`config.mk`:
```
export PLATFORM = sky130hd
export DESIGN_NAME = gpg_sqrt
export DESIGN_NICKNAME = d
export VERILOG_FILES = /design/src/design/gpg_pkg.sv /design/src/design/gpg_sqrt.sv
export SDC_FILE = /design/constraint.sdc
export NUM_CORES = 2
export LEC_CHECK = 0
export BUFFER_PORTS_ARGS = -buffer_cell sky130_fd_sc_hd__buf_2
export CORE_UTILIZATION = 57
export DETAILED_ROUTE_END_ITERATION = 6
export PLACE_DENSITY = 0.76
export SYNTH_ARGS = -nofsm -noshare
export SYNTH_HDL_FRONTEND = slang
export SYNTH_MEMORY_MAX_BITS = 65536
export SYNTH_SLANG_ARGS = --single-unit
export TNS_END_PERCENT = 5
```
`constraint.sdc`:
```
create_clock -name i_clk -period 3.7 [get_ports i_clk]
set_clock_uncertainty 0.15 [all_clocks]
set_input_delay 0.74 -clock i_clk [delete_from_list [all_inputs] [get_ports i_clk]]
set_output_delay 0.74 -clock i_clk [all_outputs]
set_load 0.1 [all_outputs]
```
`src/design/gpg_pkg.sv`:
```
// Shared constants and types for the hashed Gaussian pair generator.
// No dependencies; every design file imports this package.
package gpg_pkg;

    // Widths of the internal number formats
    localparam int MANT_W   = 25;   // odd uniform numerator, u = m / 2^25
    localparam int RAD_W    = 31;   // radius, Q.28
    localparam int TRIG_W   = 33;   // sine / cosine, Q.32 (cosine may reach 1.0)
    localparam int LSQ_W    = 38;   // -2 ln u1, Q.32
    localparam int OUT_W    = 16;

    typedef logic [MANT_W-1:0] t_mant;
    typedef logic [RAD_W-1:0]  t_radius;
    typedef logic [TRIG_W-1:0] t_trig;
    typedef logic [LSQ_W-1:0]  t_lsq;
    typedef logic [2:0]        t_oct;

    // Integer hash constants
    localparam logic [31:0] HASH_SEED_XOR = 32'd61;
    localparam logic [31:0] WANG_MUL      = 32'h27d4eb2d;
    localparam logic [31:0] GOLDEN_XOR    = 32'h9e3779b9;

    // Log / radius constants
    localparam logic [34:0] LOG_T_BASE  = 35'(25) << 30;     // 25.0 in Q.30
    localparam logic [28:0] TWO_LN2_Q28 = 29'd372130559;

    // Angle constants
    localparam logic [31:0] QPI_Q32 = 32'd3373259426;        // pi/4 in Q.32
    localparam logic [32:0] ONE_Q32 = 33'h1_0000_0000;

    // Taylor series: per-term divisors and their truncated reciprocals (2^32 / d)
    localparam int SERIES_TERMS = 8;
    localparam logic [8:0] SIN_DEN [SERIES_TERMS] =
        '{9'd6, 9'd20, 9'd42, 9'd72, 9'd110, 9'd156, 9'd210, 9'd272};
    localparam logic [8:0] COS_DEN [SERIES_TERMS] =
        '{9'd2, 9'd12, 9'd30, 9'd56, 9'd90, 9'd132, 9'd182, 9'd240};
    localparam logic [31:0] SIN_RCP [SERIES_TERMS] = '{
        32'(ONE_Q32 / 33'd6),   32'(ONE_Q32 / 33'd20),  32'(ONE_Q32 / 33'd42),
        32'(ONE_Q32 / 33'd72),  32'(ONE_Q32 / 33'd110), 32'(ONE_Q32 / 33'd156),
        32'(ONE_Q32 / 33'd210), 32'(ONE_Q32 / 33'd272)};
    localparam logic [31:0] COS_RCP [SERIES_TERMS] = '{
        32'(ONE_Q32 / 33'd2),   32'(ONE_Q32 / 33'd12),  32'(ONE_Q32 / 33'd30),
        32'(ONE_Q32 / 33'd56),  32'(ONE_Q32 / 33'd90),  32'(ONE_Q32 / 33'd132),
        32'(ONE_Q32 / 33'd182), 32'(ONE_Q32 / 33'd240)};

    // Output saturation
    localparam logic [OUT_W-1:0] OUT_MAX = 16'd32767;

    // Pipeline depths of the units
    localparam int HASH_STAGES = 3;
    localparam int LOG_FRAC    = 30;
    localparam int LOG_STAGES  = LOG_FRAC + 5;
    localparam int SQRT_STAGES = 31;
    localparam int TRIG_STAGES = 3 + 3 * SERIES_TERMS + 1;

endpackage

```
`src/design/gpg_sqrt.sv`:
```
// Pipelined digit-by-digit integer square root, one root bit per stage.
// Depends on gpg_pkg. Carries the second numerator alongside.
module gpg_sqrt (
    input  logic             i_clk,
    input  logic             i_rst_n,
    input  logic             i_en,
    input  logic             i_valid,
    input  gpg_pkg::t_lsq    i_lsq,
    input  gpg_pkg::t_mant   i_m2,
    output logic             o_valid,
    output gpg_pkg::t_radius o_radius,
    output gpg_pkg::t_mant   o_m2
);
    import gpg_pkg::*;

    logic [SQRT_STAGES-1:0] r_v;
    logic [61:0] r_rem  [SQRT_STAGES];
    logic [62:0] r_root [SQRT_STAGES];
    t_mant       r_m2   [SQRT_STAGES];

    always_ff @(posedge i_clk) begin
        if (!i_rst_n) begin
            r_v <= '0;
        end else if (i_en) begin
            r_v <= {r_v[SQRT_STAGES-2:0], i_valid};
        end
    end

    // radicand is lsq << 24, below 2^62; first trial bit is 2^60
    for (genvar i = 0; i < SQRT_STAGES; i++) begin : g_bit
        localparam logic [62:0] BIT = 63'(1) << (60 - 2 * i);
        logic [61:0] a_rem;
        logic [62:0] a_root;
        t_mant       a_m2;
        logic [62:0] trial;
        logic        ge;

        if (i == 0) begin : g_first
            assign a_rem  = {i_lsq, 24'b0};
            assign a_root = '0;
            assign a_m2   = i_m2;
        end else begin : g_next
            assign a_rem  = r_rem[i-1];
            assign a_root = r_root[i-1];
            assign a_m2   = r_m2[i-1];
        end

        assign trial = a_root + BIT;
        assign ge    = {1'b0, a_rem} >= trial;

        always_ff @(posedge i_clk) begin
            if (i_en) begin
                r_rem[i]  <= ge ? (a_rem - trial[61:0]) : a_rem;
                r_root[i] <= ge ? ((a_root >> 1) + BIT) : (a_root >> 1);
                r_m2[i]   <= a_m2;
            end
        end
    end

    assign o_valid  = r_v[SQRT_STAGES-1];
    assign o_radius = r_root[SQRT_STAGES-1][RAD_W-1:0];
    assign o_m2     = r_m2[SQRT_STAGES-1];

endmodule

```
==> results by group <==
Worst setup path
  • RR Startpoint: r_rem[28][4]
  • Worst setup path endpoint: r_rem[29][48]
  • RR Endpoint: r_rem[29][48]
  • CP max FO: 5
  • Worst setup EP type: register
  • CP Class: reg2reg
  • Worst EP arrival: 4.12 ns
  • R2r setup slk: 0.04 ns
  • CP startpoint kind: register
  • Critical Path RT: 4.16 ns
  • CP startpoint: r_rem[28][4]
  • Worst reg2reg path depth: 11

Timing
  • Max_slew headroom: 0.311
  • Final hold slack: 0.0769 ns
  • Slew Limit Fails: 0
  • Fin Setup TNS: 0 ns
  • Setup violators final: 0
  • RSZ-0062 raised after global routing: yes
  • Final hold vios: 0
  • Tightest Pin Transition: 1.02 ns
  • Period utilization: 0.988
  • Shortest period the worst path allows: 3.66 ns
  • Max Clock Freq: 274 MHz

Power
  • Pwr dens: 618 mW/mm^2
  • Clk pwr share: 0.320
  • Worst IR drop on VDD: 0.542 mV
  • Combinational power share: 0.201
  • Pint: 0.0585 W
  • Final Power: 0.0815 W
  • Switch share: 0.282
  • Flop pwr share: 0.479
  • Net Switching: 0.0230 W
  • Static leakage: 49.9 nW

Routing
  • Vias/cell: 5.79
  • DRC viols: 0
  • DRT antenna net count: 0
  • WL/cell: 20.3 um
  • Drt pass-1 iters: 6
  • Via Count: 70914
  • DRT iter0 DRCs: 7010
  • Final WL: 249000 um

Cells and area
  • Final Non-Filler Cells: 12240
  • Fraction of layout cells with a size suffix above 1: 0.115
  • Area Growth Syn to Fin: 14.1%
  • Nets: 9954
  • Fill count: 14417
  • Final Instance Area: 0.132 sq mm

Die
  • Area of the core: 0.202 sq mm
  • Die Span Y: 453 um
  • Row cnt: 165
  • Initial core utilization: 0.573
  • Die Area: 0.205 sq mm
  • Die X: 453 um
  • I/O pin cnt: 124

Logic synthesis
  • Synth unique cells: 85
  • Post-synth ARST share: 0
  • Synth Net Count: 9269
  • Mean Syn Cell Area: 13.3 sq um
  • Yosys reg bits: 2563
  • Number of synthesized flops with an enable pin: 2532
  • Sequential-to-total area share from yosys stat: 0.662
  • Synth Cell Area: 0.116 sq mm
  • Synthesized instance count: 8691
  • Yosys warning count: 0
  • Top FF cell, synth: edfxtp_1

Clock network
  • CTS tree: done
  • Total CTS buffers: 280
  • Bufs on Longest Clock Path: 4
  • CTS Root Cell: clkbuf_16
  • CTS sink cnt: 2563
  • Clock Latency Late Sink: 0.92 ns
  • Clk slew on worst S/H paths: 0.06 ns
  • H-tree levels: 5

Place
  • Final HPWL DP: 180000 um
  • Port-buffer cells: 123
  • Final Wtd Congestion: 0.941
  • Dpl cells: 11684
  • Post-place instance area: 0.122 sq mm

Hold path
  • Hold path start: i_en
  • Hold crit path type: in2reg

GRT
  • Met3 Resource Use GR: 0.0330
  • Largest net degree at the start of global routing: 155
  • Grt met2 use: 0.386
  • Gr usage total: 0.241
  • Vias in the first global route: 68741
  • GR peak layer: met2
  • Met1 Resource Use GR: 0.344
  • Antenna violations before repair: 7
  • Grt total ovfl: 0
  • First-pass GRT wire length: 385000 um

Run status
  • Status: completed

Run
  • Max Cap Viol: 0
## per-layer routing
| layer | part of all wire | wire, um |
|---|---|---|
| met1 | 0.44 | 110000 |
| met2 | 0.47 | 116000 |
| met3 | 0.063 | 15700 |
| met4 | 0.028 | 7060 |
| met5 | 0.00015 | 37 |
## layout by cell type, fill, tap and decap left out, drive strengths merged, types with 46 or more instances in the layout
cell type / Yosys / final
or4: 61 / 61
o21bai: 51 / 51
a211oi: 59 / 59
o21ai: 409 / 409
ha: 500 / 500
a21o: 211 / 211
a21oi: 537 / 537
nand2: 559 / 559
clkinv: 1 / 110
nand4: 92 / 92
a31oi: 46 / 46
inv: 634 / 641
xor2: 360 / 360
nand3: 134 / 134
o21a: 76 / 76
xnor2: 423 / 423
nand2b: 85 / 85
edfxtp: 2532 / 2532
mux2: 47 / 47
dlygate4sd3: 0 / 65
nor2: 564 / 564
and3: 48 / 48
or3: 94 / 94
nor3: 208 / 208
o31ai: 55 / 55
clkbuf: 134 / 329
buf: 26 / 498
nor2b: 87 / 87
nor4: 156 / 156
## flip-flops by register name, indices dropped and copies added (netlist names)
signal and flops:
r_root 496, r_v 31, r_m2 775, r_rem 1261
## critical path: stages, from the launching register on
cell,delay [ns]
edfxtp_1,0.39
ha_1,0.24
fa_1,0.44
a211oi_2,0.27
o21ai_2,0.15
a41oi_2,0.24
a21oi_1,0.13
a31o_2,0.27
o21ai_1,0.16
and3_1,0.19
or4b_2,0.60
xnor2_1,0.14
## cell type report
type / count / area [sq um] / share of cell area
Antenna cell: 1 / 2.50 / 0.0000190
Clock buffer: 329 / 7340 / 0.0556
Clock inverter: 144 / 1160 / 0.00880
Inverter: 635 / 2380 / 0.0181
Multi-Input combinational cell: 5333 / 36700 / 0.278
Sequential cell: 2563 / 76700 / 0.581
Tap cell: 2672 / 3340 / 0.0253
Timing Repair Buffer: 563 / 4470 / 0.0339
## Yosys cell counts, types with 58 or more instances
cell,count,area share
o21ai_0,407,0.018
inv_1,630,0.020
edfxtp_1,2532,0.66
nor4_1,155,0.0084
a21oi_1,537,0.023
clkbuf_1,134,0.0043
nand4_1,92,0.0050
a21o_1,211,0.014
or4_1,60,0.0039
nor2_1,564,0.018
nand3_1,134,0.0058
or3_1,93,0.0050
nand2b_1,85,0.0046
nor2b_1,87,0.0047
xor2_1,360,0.027
nand2_1,559,0.018
xnor2_1,423,0.032
a211oi_1,58,0.0038
ha_1,500,0.054
o21a_1,76,0.0049
nor3_1,208,0.0090
## how the worst min path moves through the flow
stage              endpoint  cells past startpoint
2_1_floorplan   r_m2[10][0]                      0
3_3_place_gp     r_m2[6][0]                      0
3_5_place_dp   r_m2[12][15]                      0
4_1_cts         r_m2[21][4]                      1
5_1_grt         r_m2[21][4]                      1
6_report        r_m2[21][4]                      1
## metrics by stage
step / util / setup WS [ns]
after global placement: 0.605 / -0.489
after detailed placement: 0.605 / -0.331
final: 0.654 / 0.0445
after global routing: 0.654 / -0.295
after CTS: 0.651 / -0.0428
after floorplan: - / 0.0141
## cell families after synthesis
family          after synthesis  share of synthesized area
buf+inv                     795                     0.0261
simple gates               2267                     0.0975
flops                      2563                      0.662
compound gates             1685                     0.0908
mux                          87                    0.00803
xor+xnor                    783                     0.0593
fa+ha+maj                   511                     0.0560
## power groups by stage
stage / clock [W] / combinational, W / sequential (W)
3_5_place_dp: 0 / 0.0158 / 0.0396
4_1_cts: 0.0266 / 0.0161 / 0.0390
3_3_place_gp: 0 / 0.0155 / 0.0395
2_1_floorplan: 0 / 0.0109 / 0.0385
5_1_grt: 0.0277 / 0.0181 / 0.0394
6_report: 0.0261 / 0.0164 / 0.0391
## timing repair
item	in CTS	in global routing
buffers inserted	1	16
pin swaps	6	22
hold buffers	65	0
resized for setup	25	114
hold endpoints to repair	65	0
setup endpoints to repair	86	322
Note: power is estimated with default switching activity, not from simulation.
